<file path="config.mk">
export PLATFORM = sky130hd
export DESIGN_NAME = single_step_interval_tuner_core_flat
export DESIGN_NICKNAME = d
export VERILOG_FILES = /design/src/rtl/sstt_pkg.sv /design/src/rtl/sstt_in_if.sv /design/src/rtl/sstt_out_if.sv /design/src/rtl/sstt_cfg_if.sv /design/src/rtl/sstt_cfg_regs.sv /design/src/rtl/sstt_step.sv /design/src/rtl/single_step_interval_tuner_core.sv /design/src/flat_wrapper.sv
export SDC_FILE = /design/constraint.sdc
export NUM_CORES = 1
export LEC_CHECK = 0
export BUFFER_PORTS_ARGS = -buffer_cell sky130_fd_sc_hd__buf_4
export CAP_MARGIN = 20
export CORE_MARGIN = 2
export CORE_UTILIZATION = 55
export CTS_CLUSTER_DIAMETER = 60
export DETAILED_ROUTE_END_ITERATION = 12
export GPL_TIMING_DRIVEN = 0
export PLACE_DENSITY = 0.7
export SLEW_MARGIN = 0
export SYNTH_ARGS = -nofsm -noshare
export SYNTH_HDL_FRONTEND = slang
export SYNTH_SLANG_ARGS = --single-unit
</file>
<file path="constraint.sdc">
create_clock -name clk -period 15.35 [get_ports clk]
set_input_delay 1.535 -clock clk [delete_from_list [all_inputs] [get_ports clk]]
set_output_delay 1.535 -clock clk [all_outputs]
set_load 0.05 [all_outputs]
</file>
<file path="src/rtl/sstt_pkg.sv">
// sstt_pkg: types, register indexes and helper functions for the single-step interval tuner
// no dependencies; imported by the channel interfaces and every module of the block
package sstt_pkg;

  localparam int unsigned TIME_W     = 25;
  localparam int unsigned WORD_W     = 32;
  localparam int unsigned INTERVAL_W = 16;
  localparam int unsigned STREAK_W   = 8;
  localparam int unsigned PARTIAL_W  = 5;
  localparam int unsigned CODE_W     = 2;
  localparam int unsigned CFG_IDX_W  = 2;
  localparam int unsigned CFG_DATA_W = 16;

  localparam logic [INTERVAL_W-1:0] RESET_BASE_INTERVAL = 16'd30;
  localparam logic [STREAK_W-1:0]   RESET_STREAK_LIMIT  = 8'd8;
  localparam logic [PARTIAL_W-1:0]  RESET_MAX_PARTIAL   = 5'd16;
  localparam logic [INTERVAL_W-1:0] INTERVAL_MAX        = 16'hFFFF;
  localparam logic [STREAK_W-1:0]   STREAK_MAX          = 8'hFF;
  localparam logic [PARTIAL_W-1:0]  PARTIAL_MAX         = 5'h1F;
  localparam logic [WORD_W-1:0]     UNIT_TIME           = 32'd1;

  // register indexes on the configuration channel
  localparam logic [CFG_IDX_W-1:0] CFG_IDX_BASE_INTERVAL = 2'd0;
  localparam logic [CFG_IDX_W-1:0] CFG_IDX_STREAK_LIMIT  = 2'd1;
  localparam logic [CFG_IDX_W-1:0] CFG_IDX_MAX_PARTIAL   = 2'd2;

  // mode codes as seen on the result channel
  localparam logic [CODE_W-1:0] MODE_CODE_ATOMIC    = 2'd0;
  localparam logic [CODE_W-1:0] MODE_CODE_RESUME    = 2'd1;
  localparam logic [CODE_W-1:0] MODE_CODE_RESUME_PC = 2'd2;
  localparam logic [CODE_W-1:0] MODE_CODE_RESTART   = 2'd3;

  typedef enum logic [3:0] {
    MODE_ATOMIC    = 4'b0001,
    MODE_RESUME    = 4'b0010,
    MODE_RESUME_PC = 4'b0100,
    MODE_RESTART   = 4'b1000
  } mode_t;

  typedef struct packed {
    logic [INTERVAL_W-1:0] base_interval;
    logic [STREAK_W-1:0]   streak_limit;
    logic [PARTIAL_W-1:0]  max_partial;
  } cfg_t;

  typedef struct packed {
    mode_t                 mode;
    mode_t                 prev_mode;
    logic [INTERVAL_W-1:0] interval;
    logic [STREAK_W-1:0]   streak_count;
    logic [PARTIAL_W-1:0]  partial_count;
    logic [INTERVAL_W-1:0] saved_resume_pc_interval;
    logic [INTERVAL_W-1:0] saved_restart_interval;
  } tuner_state_t;

  localparam tuner_state_t STATE_RESET = '{
    mode:                     MODE_ATOMIC,
    prev_mode:                MODE_ATOMIC,
    interval:                 RESET_BASE_INTERVAL,
    streak_count:             '0,
    partial_count:            '0,
    saved_resume_pc_interval: '0,
    saved_restart_interval:   '0
  };

  function automatic logic [INTERVAL_W-1:0] sat_inc16(input logic [INTERVAL_W-1:0] v);
    return (v == INTERVAL_MAX) ? v : v + 16'd1;
  endfunction

  function automatic logic [CODE_W-1:0] mode_code(input mode_t m);
    logic [CODE_W-1:0] c;
    unique case (m)
      MODE_ATOMIC:    c = MODE_CODE_ATOMIC;
      MODE_RESUME:    c = MODE_CODE_RESUME;
      MODE_RESUME_PC: c = MODE_CODE_RESUME_PC;
      MODE_RESTART:   c = MODE_CODE_RESTART;
      default:        c = MODE_CODE_ATOMIC;
    endcase
    return c;
  endfunction

endpackage

</file>
<file path="src/rtl/sstt_in_if.sv">
// sstt_in_if: measurement channel, one instruction time per item
// depends on sstt_pkg
interface sstt_in_if import sstt_pkg::*; ();
  logic                     valid;
  logic                     ready;
  logic signed [TIME_W-1:0] instr_time;

  modport source (output valid, output instr_time, input ready);
  modport sink (input valid, input instr_time, output ready);
endinterface

</file>
<file path="src/rtl/sstt_out_if.sv">
// sstt_out_if: result channel, next interval and next mode per item
// depends on sstt_pkg
interface sstt_out_if import sstt_pkg::*; ();
  logic                  valid;
  logic                  ready;
  logic [INTERVAL_W-1:0] next_interval;
  logic [CODE_W-1:0]     next_mode;

  modport source (output valid, output next_interval, output next_mode, input ready);
  modport sink (input valid, input next_interval, input next_mode, output ready);
endinterface

</file>
<file path="src/rtl/sstt_cfg_if.sv">
// sstt_cfg_if: configuration write channel, register index and write data
// depends on sstt_pkg
interface sstt_cfg_if import sstt_pkg::*; ();
  logic                  valid;
  logic                  ready;
  logic [CFG_IDX_W-1:0]  index;
  logic [CFG_DATA_W-1:0] data;

  modport source (output valid, output index, output data, input ready);
  modport sink (input valid, input index, input data, output ready);
endinterface

</file>
<file path="src/rtl/sstt_cfg_regs.sv">
// sstt_cfg_regs: configuration register file, base interval, streak limit, partial limit
// depends on sstt_pkg and sstt_cfg_if
module sstt_cfg_regs import sstt_pkg::*; (
  input  logic       clk,
  input  logic       rst_n,
  sstt_cfg_if.sink   cfg_ch,
  output cfg_t       cfg
);

  cfg_t cfg_r;
  cfg_t cfg_nxt;

  assign cfg_ch.ready = 1'b1;
  assign cfg = cfg_r;

  always_comb begin
    cfg_nxt = cfg_r;
    if (cfg_ch.valid) begin
      unique case (cfg_ch.index)
        CFG_IDX_BASE_INTERVAL: cfg_nxt.base_interval = cfg_ch.data;
        CFG_IDX_STREAK_LIMIT:  cfg_nxt.streak_limit = cfg_ch.data[STREAK_W-1:0];
        CFG_IDX_MAX_PARTIAL:   cfg_nxt.max_partial = cfg_ch.data[PARTIAL_W-1:0];
        default: ;
      endcase
    end
  end

  always_ff @(posedge clk) begin
    if (!rst_n) begin
      cfg_r.base_interval <= RESET_BASE_INTERVAL;
      cfg_r.streak_limit <= RESET_STREAK_LIMIT;
      cfg_r.max_partial <= RESET_MAX_PARTIAL;
    end else begin
      cfg_r <= cfg_nxt;
    end
  end

endmodule

</file>
<file path="src/rtl/sstt_step.sv">
// sstt_step: next-state logic of the four-mode interval controller for one item
// depends on sstt_pkg
module sstt_step import sstt_pkg::*; (
  input  cfg_t                     cfg,
  input  tuner_state_t             cur,
  input  logic signed [TIME_W-1:0] instr_time,
  output tuner_state_t             nxt
);

  logic [WORD_W-1:0]     t32;
  logic [WORD_W-1:0]     t_adj;
  logic [INTERVAL_W-1:0] excess;
  logic                  over_base;
  logic [INTERVAL_W-1:0] retry_src;
  logic [INTERVAL_W-1:0] retry_base;
  logic [INTERVAL_W-1:0] retry_int;
  logic [STREAK_W-1:0]   streak_tmp;

  assign t32       = WORD_W'(instr_time);
  assign over_base = cur.interval > cfg.base_interval;
  assign excess    = cur.interval - cfg.base_interval;
  // resume correction for the extra interval
  assign t_adj     = over_base ? t32 - {{(WORD_W-INTERVAL_W){1'b0}}, excess} : t32;

  assign retry_src  = (cur.mode == MODE_RESUME_PC) ? cur.saved_resume_pc_interval
                                                   : cur.saved_restart_interval;
  assign retry_base = (retry_src == '0) ? cur.interval : retry_src;
  assign retry_int  = sat_inc16(retry_base);

  always_comb begin
    nxt = cur;
    streak_tmp = cur.streak_count;
    unique case (cur.mode)
      MODE_ATOMIC: begin
        nxt.interval = cfg.base_interval;
        if (cur.prev_mode == MODE_ATOMIC) begin
          if (t32 == UNIT_TIME) begin
            if (cur.streak_count != STREAK_MAX) begin
              streak_tmp = cur.streak_count + 8'd1;
            end
          end else begin
            if (cur.streak_count != '0) begin
              nxt.saved_resume_pc_interval = '0;
            end
            streak_tmp = '0;
            nxt.saved_restart_interval = '0;
          end
        end
        if (streak_tmp >= cfg.streak_limit) begin
          nxt.streak_count = '0;
          nxt.mode = MODE_RESUME;
        end else begin
          nxt.streak_count = streak_tmp;
        end
        nxt.prev_mode = MODE_ATOMIC;
      end
      MODE_RESUME: begin
        if (t_adj == UNIT_TIME && cur.prev_mode == MODE_RESUME) begin
          nxt.partial_count = '0;
          nxt.mode = MODE_RESTART;
        end else if (cur.partial_count >= cfg.max_partial) begin
          nxt.partial_count = '0;
          nxt.mode = MODE_RESUME_PC;
        end else if (t_adj > UNIT_TIME) begin
          nxt.mode = MODE_ATOMIC;
        end else begin
          nxt.interval = sat_inc16(cur.interval);
          if (cur.partial_count != PARTIAL_MAX) begin
            nxt.partial_count = cur.partial_count + 5'd1;
          end
        end
        nxt.prev_mode = MODE_RESUME;
      end
      MODE_RESUME_PC: begin
        nxt.interval = retry_int;
        nxt.saved_resume_pc_interval = retry_int;
        nxt.mode = MODE_ATOMIC;
        nxt.prev_mode = MODE_RESUME_PC;
      end
      MODE_RESTART: begin
        nxt.interval = retry_int;
        nxt.saved_restart_interval = retry_int;
        nxt.mode = MODE_ATOMIC;
        nxt.prev_mode = MODE_RESTART;
      end
      default: nxt = cur;
    endcase
  end

endmodule

</file>
<file path="src/rtl/single_step_interval_tuner_core.sv">
// single_step_interval_tuner_core: top level of the single-step interval tuner
// depends on sstt_pkg, the three channel interfaces, sstt_cfg_regs and sstt_step
//
// usage:
//   in_ch carries one measured instruction time per item (25-bit signed, taken
//   after one timer interrupt). out_ch returns exactly one item per input item:
//   the interval to program for the next step and the controller mode
//   (0 atomic, 1 resume, 2 resume with PC, 3 restart).
//   cfg_ch writes base_interval (index 0), streak_limit (1), partial limit (2);
//   other indexes are ignored. cfg_ch is always ready; write only while idle.
//   path: an accepted item is held in the input register, decided from there
//   and loaded into the result register that drives out_ch once it is free or read.
//   throughput: one item per cycle when out_ch is ready; the controller update is
//   a single pass of compare and 32-bit subtract logic from input to result register.
//   stall: a stalled result holds in the result register while one more item
//   waits in the input register; in_ch.ready drops only when both are full.
//   reset (rst_n low, synchronous): registers return to their reset values,
//   mode atomic, interval 30, counters and saved intervals zero, both stages empty.
module single_step_interval_tuner_core import sstt_pkg::*; (
  input  logic         clk,
  input  logic         rst_n,
  sstt_in_if.sink      in_ch,
  sstt_out_if.source   out_ch,
  sstt_cfg_if.sink     cfg_ch
);

  cfg_t                     cfg;
  tuner_state_t             state_r;
  tuner_state_t             state_nxt;
  logic                     in_vld_r;
  logic signed [TIME_W-1:0] in_time_r;
  logic                     out_vld_r;
  logic [INTERVAL_W-1:0]    out_interval_r;
  logic [CODE_W-1:0]        out_mode_r;
  logic                     advance;
  logic                     in_take;

  sstt_cfg_regs u_cfg_regs (
    .clk    (clk),
    .rst_n  (rst_n),
    .cfg_ch (cfg_ch),
    .cfg    (cfg)
  );

  sstt_step u_step (
    .cfg        (cfg),
    .cur        (state_r),
    .instr_time (in_time_r),
    .nxt        (state_nxt)
  );

  assign advance     = in_vld_r && (!out_vld_r || out_ch.ready);
  assign in_ch.ready = !in_vld_r || advance;
  assign in_take     = in_ch.valid && in_ch.ready;

  assign out_ch.valid         = out_vld_r;
  assign out_ch.next_interval = out_interval_r;
  assign out_ch.next_mode     = out_mode_r;

  always_ff @(posedge clk) begin
    if (!rst_n) begin
      in_vld_r  <= 1'b0;
      out_vld_r <= 1'b0;
      state_r   <= STATE_RESET;
    end else begin
      if (in_take) begin
        in_vld_r <= 1'b1;
      end else if (advance) begin
        in_vld_r <= 1'b0;
      end
      if (advance) begin
        out_vld_r <= 1'b1;
        state_r   <= state_nxt;
      end else if (out_ch.ready) begin
        out_vld_r <= 1'b0;
      end
    end
  end

  always_ff @(posedge clk) begin
    if (in_take) begin
      in_time_r <= in_ch.instr_time;
    end
    if (advance) begin
      out_interval_r <= state_nxt.interval;
      out_mode_r     <= mode_code(state_nxt.mode);
    end
  end

  // input side blocks only when both stages hold an item and the result stalls
  a_ready_only_when_full: assert property (@(posedge clk) disable iff (!rst_n)
    !in_ch.ready |-> (in_vld_r && out_vld_r && !out_ch.ready))
    else $error("input blocked without a full pipeline");

  // a decided item always lands in the result register
  a_advance_fills_out: assert property (@(posedge clk) disable iff (!rst_n)
    advance |=> out_vld_r)
    else $error("result register empty after an item was decided");

  // resume-with-PC and restart last one item and fall back to atomic
  a_retry_returns_atomic: assert property (@(posedge clk) disable iff (!rst_n)
    (advance && (state_r.mode == MODE_RESUME_PC || state_r.mode == MODE_RESTART))
    |=> (state_r.mode == MODE_ATOMIC))
    else $error("retry mode did not return to atomic");

  // after an atomic step the streak stays below the limit or has been cleared
  a_streak_bounded: assert property (@(posedge clk) disable iff (!rst_n)
    (advance && state_r.mode == MODE_ATOMIC)
    |=> (state_r.streak_count < $past(cfg.streak_limit) || state_r.streak_count == '0))
    else $error("streak count reached its limit without a mode change");

  // the result register mirrors the controller state it was loaded from
  a_out_matches_state: assert property (@(posedge clk) disable iff (!rst_n)
    advance |=> (out_interval_r == state_r.interval && out_mode_r == mode_code(state_r.mode)))
    else $error("result differs from updated controller state");

endmodule

</file>
<file path="src/flat_wrapper.sv">
// flat-port wrapper written by rule: the top's interface ports become plain ports
module single_step_interval_tuner_core_flat import sstt_pkg::*;
  (clk, rst_n, in_ch_valid, in_ch_instr_time, in_ch_ready, out_ch_valid, out_ch_next_interval, out_ch_next_mode, out_ch_ready, cfg_ch_valid, cfg_ch_index, cfg_ch_data, cfg_ch_ready);
  sstt_in_if in_ch_i ();
  sstt_out_if out_ch_i ();
  sstt_cfg_if cfg_ch_i ();
  input  logic clk;
  input  logic rst_n;
  input wire logic [$bits(in_ch_i.valid)-1:0] in_ch_valid;
  input wire logic [$bits(in_ch_i.instr_time)-1:0] in_ch_instr_time;
  output wire logic [$bits(in_ch_i.ready)-1:0] in_ch_ready;
  output wire logic [$bits(out_ch_i.valid)-1:0] out_ch_valid;
  output wire logic [$bits(out_ch_i.next_interval)-1:0] out_ch_next_interval;
  output wire logic [$bits(out_ch_i.next_mode)-1:0] out_ch_next_mode;
  input wire logic [$bits(out_ch_i.ready)-1:0] out_ch_ready;
  input wire logic [$bits(cfg_ch_i.valid)-1:0] cfg_ch_valid;
  input wire logic [$bits(cfg_ch_i.index)-1:0] cfg_ch_index;
  input wire logic [$bits(cfg_ch_i.data)-1:0] cfg_ch_data;
  output wire logic [$bits(cfg_ch_i.ready)-1:0] cfg_ch_ready;
  assign in_ch_i.valid = in_ch_valid;
  assign in_ch_i.instr_time = in_ch_instr_time;
  assign in_ch_ready = in_ch_i.ready;
  assign out_ch_valid = out_ch_i.valid;
  assign out_ch_next_interval = out_ch_i.next_interval;
  assign out_ch_next_mode = out_ch_i.next_mode;
  assign out_ch_i.ready = out_ch_ready;
  assign cfg_ch_i.valid = cfg_ch_valid;
  assign cfg_ch_i.index = cfg_ch_index;
  assign cfg_ch_i.data = cfg_ch_data;
  assign cfg_ch_ready = cfg_ch_i.ready;
  single_step_interval_tuner_core u_core (.clk(clk), .rst_n(rst_n), .in_ch(in_ch_i), .out_ch(out_ch_i), .cfg_ch(cfg_ch_i));
endmodule
</file>
# After elaboration in Yosys (flattened, before gate mapping)
# Cells that the tools add are included.
# op_classes
n_addsub,6
order_cmp,4
n_eq_ne,21
muxes,32
n_reduce_logical,24
# ops
op,count
$mux 16,8
$mux 32,3
$pmux 24 s4,1
$eq 32x1->1 const B,2
$pmux 16 s2,2
$mux 8,5
$add 16x1->16 const B,2
$eq 16x16->1 const B,2
$gt 32x1->1 const B,1
$sub 25x17->26,1
$mux 5,4
$gt 16x16->1,1
$logic_not 16->1,1
$mux 4,4
$sub 16x16->16,1
$eq 4x2->1 const B,3
$reduce_and 2->1,5
$add 8x1->8 const B,1
$eq 4x1->1 const B,2
$eq 4x3->1 const B,2
$eq 4x4->1 const B,2
$ge 8x8->1,1
$ne 8x8->1 const B,1
$reduce_and 4->1,2
other kinds (18),30
# word_totals
ff_bits,143
inputBits,48
out_inout_bits,21
word_cells,102

# Depth between registers and ports, before layout
# Gate-level depths: netlist (run 1).
# logic_depth
word_depth,10
mapped_depth,26
mapped_depth_nobuf,24

# Hierarchy
# Synthesis (run 1) repeated with hierarchy kept, for this count alone.
# unflattened
cells_unflattened,1325
hier_area_um2,10855.4
# modules_own_cells
module,n_inst,cells_per_inst,area_per_inst_um2,seq_area_each_um2
sstt_step,1,847,5456.5,0.0
single_step_interval_tuner_core,1,357,4226.6,2712.6
sstt_cfg_regs,1,121,1172.4,580.6

# Worst setup path after synthesis (run 1)
# No wires, ideal clock.
# synth_path
path_kind,reg-to-reg
start,register u_core.state_r[46] (netlist bit)
end,register u_core.state_r[56] (netlist bit)
setup_ps,92
arrival_time_ps,5227
required_time_ps,15258
path_slack_ps,10031
path_stages_with_launch,25
path_buffers,1
synth_period_minus_slack_ps,5319
path_cell_list,dfxtp_1 ha_1 nor2b_1 o21ai_0 a21oi_1 o21ai_0 a21boi_0 o2111ai_1 nand3_1 a31oi_1 o21ai_0 xnor2_1 ha_1 a21oi_1 o21ai_0 or3_1 o21ai_1 nand4b_1 a21oi_1 o221ai_1 or4_1 buf_2 or4_4 o311a_1 o32ai_1
# synth_via
elab_chain_cells,8
word_cells_on_any_way,18
cone_classes,add/sub (4); order compare (2); eq/ne (3); mux (8); reduce/logical (1)
# synth_lines
element,line_no,source
"start, declared",single_step_interval_tuner_core.sv:28,tuner_state_t state_r;
"start signal, assigned",single_step_interval_tuner_core.sv:73,state_r <= state_nxt;
$sub 16x16->16,sstt_step.sv:21,assign excess = cur.interval - cfg.base_interval;
$sub 25x17->26,sstt_step.sv:23,"assign t_adj = over_base ? t32 - {{(WORD_W-INTERVAL_W){1'b0}}, excess} : t32;"
$mux 32,sstt_step.sv:23,
$gt 32x1->1,sstt_step.sv:64,end else if (t_adj > UNIT_TIME) begin
$mux 16,sstt_step.sv:64,
$mux 16,sstt_step.sv:61,end else if (cur.partial_count >= cfg.max_partial) begin
$mux 16,sstt_step.sv:58,if (t_adj == UNIT_TIME && cur.prev_mode == MODE_RESUME) begin
$pmux 24 s4 *,sstt_step.sv:33,unique case (cur.mode)
# Mark *: on every way between the ends. The rest lies on a longest branch, timed or not.
# A chain may end at the register's enable or synchronous reset.

# Worst setup path after layout (run 1)
# layout_path
start,register u_core.state_r[46] (netlist bit)
end,register u_core.state_r[34] (netlist bit)
# layout_via
elab_chain_cells,7
word_cells_on_any_way,11
cone_classes,add/sub (2); order compare (2); eq/ne (2); mux (2); reduce/logical (3)
# layout_lines
element,line_no
$sub 16x16->16,sstt_step.sv:21
$sub 25x17->26,sstt_step.sv:23
$mux 32 *,sstt_step.sv:23
branches (longest 4 deep; another with $gt 32x1->1),--
# Mark *: on every way between the ends.

==> results of run 1 <==
worst paths after layout:
check	cells past startpoint	to	from	slack [ns]
max reg2reg	22	u_core.state_r[34]$_SDFFE_PN0P_	u_core.state_r[46]$_SDFFE_PN1P_	8.45
max	22	u_core.state_r[34]$_SDFFE_PN0P_	u_core.state_r[46]$_SDFFE_PN1P_	8.45
min reg2reg	2	u_core.u_cfg_regs.cfg[27]$_SDFFE_PN0P_	u_core.u_cfg_regs.cfg[27]$_SDFFE_PN0P_	0.46
min	2	u_core.u_cfg_regs.cfg[27]$_SDFFE_PN0P_	u_core.u_cfg_regs.cfg[27]$_SDFFE_PN0P_	0.46
layout make-up:
class / instances / area share [%]
clock buffers: 20 / 4.184
well taps: 225 / 2.572
plain buffers: 52 / 1.920
repair buffers: 68 / 4.847
multi-input cells: 893 / 52.94
flip-flops and latches: 143 / 30.09
inverters: 66 / 2.263
clock inverters: 12 / 1.189
kinds of logic (layout without fill, tap and decap cells):
family	after synthesis	count (layout)	share of synthesized area, %
other	1	1	0.03929
flip-flops	143	143	34.50
adder cells (fa/ha/maj)	53	53	7.105
AND/OR/NAND/NOR	427	427	22.36
buffers and inverters	118	218	4.785
multiplexers	32	32	3.435
AO/OA/AOI/OAI	340	340	24.10
XOR/XNOR	40	40	3.671
stage by stage:
step | area, um^2 | total power, mW
6_report | 10950 | 1.129
5_1_grt | 10950 | 1.179
4_1_cts | 10920 | 1.128
3_5_place_dp | 10330 | 0.7061
3_3_place_gp | 10330 | 0.7037
2_1_floorplan | 9544 | 0.6324
Yosys cell counts (24+ instances only):
| master | instances |
|---|---|
| dfxtp_1 | 100 |
| o21ai_0 | 57 |
| nor2_1 | 129 |
| edfxtp_1 | 43 |
| nand3_1 | 27 |
| clkbuf_1 | 41 |
| a21oi_1 | 93 |
| nor3_1 | 24 |
| ha_1 | 51 |
| nand2_1 | 104 |
| inv_1 | 65 |
| mux2i_1 | 26 |
state kept, by name, summed over array words and instances (netlist names):
name,flops
u_core.in_time_r,25
u_core.in_vld_r,1
u_core.out_ch.next_interval,16
u_core.out_ch.next_mode,2
u_core.out_ch.valid,1
u_core.state_r,69
u_core.u_cfg_regs.cfg,29
where the power goes:
part	leakage, nW	switching, mW	internal, mW	total (mW)
logic	2.80	0.177	0.116	0.293
registers	1.22	0.0111	0.401	0.413
clock network	0.291	0.174	0.250	0.424
total	4.31	0.362	0.767	1.13
critical path, stage by stage, from the launching register on:
cell and delay (ns):
dfxtp_1 0.59, ha_1 0.32, nor2b_1 0.13, o21ai_0 0.21, a21oi_1 0.11, o21ai_0 0.19
a21boi_0 0.15, o2111ai_1 0.27, nand3_1 0.15, nand2_1 0.10, xor2_1 0.07, ha_1 0.41
and3_1 0.22, nand2_1 0.09, a211oi_1 0.47, nor2_1 0.12, xnor2_1 0.15, or4_1 0.48
nor4b_1 0.90, nor2_1 0.41, o31a_1 0.40, o21ai_0 0.60, o21ba_2 0.25
layer usage:
metal | share of wire (%) | track usage [%]
met1 | 42 | 42.45
met2 | 47 | 53.28
met3 | 7.2 | 5.163
met4 | 4.3 | 15.16
met5 | 0 | 0
==> reports/qor.yml, run 1 <==
status: "finished clean"
multiInputGateArea_um2: 5794
start_util_pct: 55.76
grt_pass1_wl_um: 46240
final.setup.worst_slack_ns: 8.454
cap_viol_max_count: 0
cts_sinks: 143
via_per_inst: 6.307
synth.distinct_cells: 87
cts_tree: "built"
track_usage_pct: 32.64
ys_seq_elements: 143
finalHoldViolCount: 0
cts_made_buffers: 17
die_h_um: 135.7
cts_hold_buf: 0
place.gp.congestion: 0.9780
powerDensity_nw_per_um2: 103.2
wl_per_cell_um: 20.16
port_buffers: 67
syn_area_per_cell_um2: 8.270
clockBufferDepth: 2
drtIter0Drc: 836
wirelength_um: 29810
finalSetupTns_ns: 0
hold_ws_ns: 0.4572
diodes: 0
worst_pin_slew_ns: 1.043
row_count: 48
synth_top_area_share_pct: 20.98
arrival_ns: 7.22
ys.flop_type: "dfxtp_1"
cp.required_ns: 15.68
critPathLaunchType: "flop"
fin_worst_skew_ns: 0.008892
cts.htree.levels: 4
core-area_um2: 17120
leakage_nw: 4.313
die_w_um: 135.7
stdcell_count: 1479
root_buffer: "clkbuf_16"
nFillCells: 1525
crit_type: "flop to flop"
grt_pass1_vias: 8630
hold_class: "flop to flop"
antenna_found_initial: 0
post_cts_buffers: 0
period_needed_ns: 6.896
drc: 0
crit_fanout: 9
maxSlewViolCount: 0
ys_seq_area_share_pct: 34.50
async_flop_share_pct: 0
setup_viol: 0
antenna_left: 0
layout_common_cells: "129 x nor2_1, 104 x nand2_1, 100 x dfxtp_1"
vias: 9328
dp_slack_ns: 8.660
path_clk_slew_ns: 0.06
yosys_warnings: 0
slew_headroom_pct: 29.52
synth.largest_area_cell: "dfxtp_1"
fmaxAchievable_mhz: 145.0
dieArea_um2: 18420
postCtsResizedCells: 0
synth_area_um2: 9544
drive_above_1_share_pct: 11.64
drt_pass1_iterations: 5
syn_inst: 1154
final_core_util_pct: 63.95
dp.cells: 1446
layout_commonest_cell: "nor2_1"
overflow: 0
syn_nets: 1255
synth_edf_count: 43
seq_area_um2: 3293
grt_max_degree: 28
synth.area.top_cells: "dfxtp_1 21%, edfxtp_1 14%, ha_1 6.7%"
cp-end-kind: "flop"
area.growth.synth_to_final_pct: 14.68
clock_latency_ns: 0.43
finalNetCount: 1342
rsz0062_at_grt: "no"
period_share_pct: 44.92
pin_count: 69
hpwl_um: 22680
vdd_ir_drop_max_mv: 0.09695
Power figures use the tool's default switching activity.
==> inputs of run 2 (changes only) <==
ABC_AREA = 1   (was unset)
PLACE_DENSITY = 0.72   (was 0.7)
clock period = 5.9 ns   (was 15.35 ns; I/O delays follow)
==> run 2 against run 1 <==
The flow now finishes with violations (design-rule violations). Cell count rose by 28%. Count of clock-buffer cells in the layout decreased by 2. Global-route usage decreased by 1.5 points. Routed wire length is 2.4% higher. Critical endpoint is now u_core.out_ch.next_interval[2]$_DFFE_PP_. Synthesized cell count rose by 35%. Die area up 6.5%. Critical path depth grew 14. Clock skew increased by 0.0058 ns. Core utilization up 0.49 points. Worst hold slack got worse by 0.14 ns. Via count rose by 14%. Maximum frequency is 26% higher.
==> reports/qor.yml, run 2 <==
drc: 7  # +7
arrival_ns: 5.73  # -1.49 ns
async_flop_share_pct: 0  # unchanged
clock_latency_ns: 0.45  # +0.02 ns
area.growth.synth_to_final_pct: 14.48
grt.busiest_layer: "met2"
layout_commonest_cell: "nand2_1"
port_buffers: 67  # unchanged
leakage_nw: 5.458  # +27%
wl_per_cell_um: 16.14  # -20%
synthAdderAreaFrac_pct: 6.661  # -0.44 points
synth_compound_area_share_pct: 14.35  # -9.7 points
syn_nets: 1661  # +32%
dieArea_um2: 19620  # +6.5%
synthMuxAreaShare_pct: 0  # -3.4 points
yosys_warnings: 0  # unchanged
yosys.area_share.xor_xnor_pct: 2.065  # -1.6 points
cp-end-kind: "flop"
yosys.area_share.simple_pct: 33.45  # +11 points
clockBufferDepth: 2  # unchanged
ys.flop_type: "dfxtp_1"
synth_edf_count: 43  # unchanged
finalPower_mw: 3.374  # +200%
setup_viol: 0  # unchanged
finalHoldViolCount: 0  # unchanged
synth_top_area_share_pct: 19.66  # -1.3 points
pin_count: 69  # unchanged
period_needed_ns: 5.487  # -1.409 ns
cts_tree: "built"
cp.required_ns: 6.15  # -9.53 ns
fin_worst_skew_ns: 0.01472  # +0.005826 ns
syn_inst: 1560  # +35%
die_w_um: 140.1  # +3.2%
critPathLaunchType: "flop"
place.gp.congestion: 0.9779  # about the same
synth.largest_area_cell: "dfxtp_1"
regMostFlops: "u_core.state_r"
cts_made_buffers: 17  # unchanged
grtUsageMet2_pct: 47.65  # -5.6 points
grt_pass1_wl_um: 48180  # +4.2%
violations: "design-rule violations"
hold_class: "input port to flop"
antenna_found_initial: 0  # unchanged
cts.htree.levels: 4  # unchanged
powerDensity_nw_per_um2: 289.5  # +180%
maxSlewViolCount: 0  # unchanged
finalNetCount: 1750  # +30%
grt_pass1_vias: 9557  # +11%
row_count: 49  # +2.1%
via_per_inst: 5.607  # -11%
root_buffer: "clkbuf_16"
drive_above_1_share_pct: 10.71  # -0.93 points
cp_common_cell: "nand2_1"
cts_hold_buf: 0  # unchanged
hpwl_um: 23600  # +4.1%
layout_common_cells: "434 x nand2_1, 235 x inv_1, 133 x a21oi_1"
synth_area_um2: 10180  # +6.7%
syn_area_per_cell_um2: 6.526  # -21%
path_clk_slew_ns: 0.07  # about the same
start_util_pct: 56.29  # +0.53 points
synthTopCellsByCount: "436 x nand2_1, 235 x inv_1, 134 x a21oi_1"
cts_sinks: 143  # unchanged
use_met1_pct: 44.53  # +2.1 points
synth.area.top_cells: "dfxtp_1 20%, nand2_1 16%, edfxtp_1 13%"
crit_type: "flop to flop"
overflow: 0  # unchanged
synth_top_family_by_area: "simple AND/OR/NAND/NOR gates"
met3_usage_pct: 6.120  # +0.96 points
yosysMostFrequentCell: "nand2_1"
slowest_stage: "dfxtp_1"
vdd_ir_drop_max_mv: 0.1993  # +110%
drtIter0Drc: 1105  # +32%
slowest_delay_ns: 0.34  # -0.56 ns
slew_headroom_pct: 31.73  # +2.2 points
largest_register_ffs: 69  # unchanged
cap_viol_max_count: 0  # unchanged
finalSetupTns_ns: 0  # unchanged
grt_max_degree: 28  # unchanged
worst_pin_slew_ns: 1.023  # -0.01963 ns
vias: 10600  # +14%
period_share_pct: 93.00  # +48 points
antenna_left: 0  # unchanged
fmaxAchievable_mhz: 182.3  # +26%
wirelength_um: 30520  # +2.4%
ys_seq_area_share_pct: 32.35  # -2.2 points
track_usage_pct: 31.10  # -1.5 points
diodes: 0  # unchanged
synth.distinct_cells: 47  # -46%
crit_fanout: 10  # +1
final_core_util_pct: 64.44  # +0.49 points
drt_pass1_iterations: 10  # +5
ys_seq_elements: 143  # unchanged
core-area_um2: 18090  # +5.7%
status: "finished, violations left"
die_h_um: 140.1  # +3.2%
## run 2: final timing paths
kind                                          start                                  endpoint  slack [ns]  depth (start not counted)
min reg2reg   u_core.u_cfg_regs.cfg[0]$_SDFFE_PN0P_     u_core.u_cfg_regs.cfg[0]$_SDFFE_PN0P_        0.46                          2
max reg2reg  u_core.u_cfg_regs.cfg[15]$_SDFFE_PN1P_  u_core.out_ch.next_interval[2]$_DFFE_PP_        0.41                         36
max          u_core.u_cfg_regs.cfg[15]$_SDFFE_PN1P_  u_core.out_ch.next_interval[2]$_DFFE_PP_        0.41                         36
min                             in_ch_instr_time[0]             u_core.in_time_r[0]$_DFFE_PP_        0.31                          1
## run 2: where the power goes
| group | total [mW] | internal, mW | switching [mW] |
|---|---|---|---|
| sequential | 1.09 | 1.06 | 0.0319 |
| clock | 1.08 | 0.572 | 0.506 |
| combinational | 1.20 | 0.401 | 0.803 |
## run 2: per-stage QoR
stage / hold WS (ns) / std cells / instance area [um^2] / setup WS, ns
final: 0.3132 / 1891 / 11650 / 0.4133
after floorplan: 0.4274 / 1560 / 10180 / 1.312
after global placement: 0.4461 / 1856 / 10970 / 0.2372
after CTS: 0.2982 / 1889 / 11560 / 0.1425
after global routing: 0.3068 / 1891 / 11650 / -0.008416
after detailed placement: 0.4513 / 1857 / 10980 / 0.1848
## run 2: final cells by class
class | instances | area, um^2
clock inverters | 14 | 137.6
plain buffers | 41 | 216.5
multi-input cells | 1131 | 5836
fillers | 1719 | 6431
flip-flops and latches | 143 | 3294
well taps | 229 | 286.5
repair buffers | 70 | 525.5
inverters | 245 | 919.6
clock buffers | 18 | 439.2
## run 2: cells by family after synthesis
family	after synthesis
simple gates	788
buf+inv	286
compound gates	265
flops	143
fa+ha+maj	53
xor+xnor	24
other cells	1
## run 2: timing repair
item | in CTS | in global routing
setup endpoints to repair | 0 | 41
setup buffers | 0 | 2
resized for setup | 0 | 25
## run 2: worst max-delay path, delay by kind of cell, from the launching register on
family                     cells  cell delay (ns)
xor gates and xnor gates       1             0.14
adders and majority gates      2             0.66
and+or+nand+nor               19             1.66
AOI/OAI and AO/OA             10             1.79
DFF                            1             0.34
buffers and inverters          4             0.69
## run 2: metal layers
| layer | vias to the layer above | part of all wire, % |
|---|---|---|
| met1 | 4822 | 46 |
| met4 | 0 | 2.1 |
| met2 | 449 | 43 |
| li1 | 5284 | - |
| met3 | 47 | 9.2 |
| met5 | - | 0 |
==> inputs of run 3 (changes only) <==
CORE_MARGIN = unset   (was 2)
==> run 3 against run 2 <==
The run now ends clean. Clock skew increased by 0.0015 ns. First-iteration DRC count decreased by 15%. Clock power about the same. Core utilization rose by 0.13 points. Worst hold slack improved by 0.0063 ns. Count of clock-buffer cells in the layout did not move. Routed wire length grew 1.3%. Cell count fell by 0.11%. Critical path type unchanged. Largest cell class unchanged.
==> reports/qor.yml, run 3 (same netlist as run 2, synthesis figures left out) <==
dieArea_um2: 19060  # -2.8%
largest_register_ffs: 69  # unchanged
antenna_left: 0  # unchanged
nFillCells: 1726  # +0.41%
cp.depth: 33  # -8.3%
finalPower_mw: 3.370  # -0.12%
place.gp.congestion: 0.9288  # -5.0%
slowest_delay_ns: 0.41  # +0.07 ns
critPathLaunchType: "flop"
layout_commonest_cell: "nand2_1"
dpl_cell_area_um2: 10970  # about the same
grt_max_degree: 28  # unchanged
antenna_found_initial: 0  # unchanged
row_count: 49  # unchanged
seq_area_um2: 3293  # about the same
crit_family: "compound AO/OA/AOI/OAI gates"
diodes: 0  # unchanged
setup_viol: 0  # unchanged
multiInputGateArea_um2: 5839  # about the same
met2_length_um: 13250  # +0.55%
finalHoldViolCount: 0  # unchanged
cp_common_cell: "nand2_1"
final.setup.worst_slack_ns: 0.4101  # -0.003193 ns
port_buffers: 67  # unchanged
wl_met1_um: 14390  # +3.6%
pin_count: 69  # unchanged
hpwl_um: 23890  # +1.2%
die_h_um: 138.1  # -1.4%
crit_fanout: 10  # unchanged
finalSetupTns_ns: 0  # unchanged
drive_above_1_share_pct: 10.54  # -0.17 points
post_cts_buffers: 0  # unchanged
cts_sinks: 143  # unchanged
finalNetCount: 1748  # -0.11%
root_buffer: "clkbuf_16"
slowest_stage: "o21ai_0"
clock_latency_ns: 0.44  # about the same
fmaxAchievable_mhz: 182.2  # about the same
track_usage_pct: 32.30  # +1.2 points
wirelength_um: 30920  # +1.3%
drc: 0  # -7
vdd_ir_drop_max_mv: 0.2865  # +44%
dp_slack_ns: 0.1331  # -0.05165 ns
regMostFlops: "u_core.state_r"
regToRegEndpoint: "u_core.out_ch.next_interval[5]$_DFFE_PP_"
clockBufferDepth: 2  # unchanged
via_per_inst: 5.615  # +0.14%
crit_end: "u_core.out_ch.next_interval[5]$_DFFE_PP_"
rr_worst_depth: 33  # -8.3%
period_share_pct: 93.05  # about the same
grt_pass1_wl_um: 48730  # +1.2%
leakage_nw: 5.443  # -0.28%
overflow: 0  # unchanged
worst_pin_slew_ns: 1.058  # +0.03541 ns
path_clk_slew_ns: 0.07  # about the same
arrival_ns: 5.73  # about the same
fin_worst_skew_ns: 0.01623  # +0.001515 ns
die_w_um: 138.1  # -1.4%
vias: 10610  # +0.038%
cp.required_ns: 6.14  # about the same
crit_buf_inv: 3  # -1
grt_pass1_vias: 9425  # -1.4%
slew_headroom_pct: 29.37  # -2.4 points
cts_tree: "built"
period_needed_ns: 5.490  # +0.003193 ns
r2r_start: "u_core.state_r[47]$_SDFFE_PN1P_"
layout_common_cells: "433 x nand2_1, 235 x inv_1, 133 x a21oi_1"
maxSlewViolCount: 0  # unchanged
crit_path_start: "u_core.state_r[47]$_SDFFE_PN1P_"
wl_per_cell_um: 16.37  # +1.4%
r2r_setup_slack_ns: 0.41  # about the same
drtIter0Drc: 935  # -15%
cts.htree.levels: 4  # unchanged
start_util_pct: 56.48  # +0.19 points
powerDensity_nw_per_um2: 289.6  # about the same
top_layer: "met4"
drt_pass1_iterations: 5  # -5
area.growth.synth_to_final_pct: 14.32
cts_made_buffers: 17  # unchanged
status: "finished clean"
cap_viol_max_count: 0  # unchanged
core-area_um2: 18020  # -0.34%
wl_met3_um: 2465  # -13%
final_cell_area_um2: 11640  # -0.14%
hold_class: "input port to flop"
cp-end-kind: "flop"
crit_type: "flop to flop"
[run 3: cell types whose count changed in the layout (fill, tap and decap cells not counted), sizes merged]
cell,delta
inv,-1
buf,-3
clkbuf,+1
bufinv,+1
[run 3: final cells by class]
| class | instances | area share [%] |
|---|---|---|
| multi-input cells | 1131 | 50.17 |
| flip-flops and latches | 143 | 28.29 |
| inverters | 245 | 7.902 |
| repair buffers | 68 | 4.365 |
| clock buffers | 18 | 3.687 |
| well taps | 229 | 2.462 |
| plain buffers | 41 | 1.860 |
| clock inverters | 14 | 1.258 |
[run 3: layer usage]
metal  vias up  track usage, %
met5         -               0
met4         0           11.39
met3        54           6.235
met2       439           48.00
met1      4835           46.50
li1       5278               -
[run 3: metrics by stage]
stage,util (%),std cells,hold WS (ns)
2_1_floorplan,-,1560,0.4274
3_3_place_gp,60.86,1856,0.4437
3_5_place_dp,60.87,1856,0.4478
4_1_cts,64.06,1888,0.3079
5_1_grt,64.57,1889,0.3052
6_report,64.57,1889,0.3194
[run 3: timing repair]
item | 4_1_cts | 5_1_grt
hold buffers | 0 | 0
setup endpoints to repair | 0 | 42
resized for setup | 0 | 25
hold endpoints to repair | 0 | 0
[run 3: where the power goes]
part           internal (mW)  switching, mW
Combinational          0.394          0.805
Clock                  0.595          0.482
Sequential              1.06         0.0326
Total                   2.05           1.32
[run 3: how the worst min path moves through the flow]
stage | start | to | slack (ns) | cells after the start
detailed placement | u_core.u_cfg_regs.cfg[4]$_SDFFE_PN1P_ | u_core.u_cfg_regs.cfg[4]$_SDFFE_PN1P_ | 0.45 | 2
global placement | u_core.u_cfg_regs.cfg[4]$_SDFFE_PN1P_ | u_core.u_cfg_regs.cfg[4]$_SDFFE_PN1P_ | 0.44 | 2
global route | in_ch_instr_time[0] | u_core.in_time_r[0]$_DFFE_PP_ | 0.31 | 1
finish | in_ch_instr_time[1] | u_core.in_time_r[1]$_DFFE_PP_ | 0.32 | 1
floorplan | u_core.u_cfg_regs.cfg[0]$_SDFFE_PN0P_ | u_core.u_cfg_regs.cfg[0]$_SDFFE_PN0P_ | 0.43 | 2
CTS | in_ch_instr_time[1] | u_core.in_time_r[1]$_DFFE_PP_ | 0.31 | 1
[run 3: worst reg2reg max path, delay by kind of cell, from the launching register on]
kind	cells	cell delay (ns)
AOI/OAI and AO/OA	10	1.77
buffers and inverters	3	0.51
xor gates and xnor gates	1	0.09
and+or+nand+nor	17	1.75
DFF	1	0.39
adders and majority gates	2	0.80
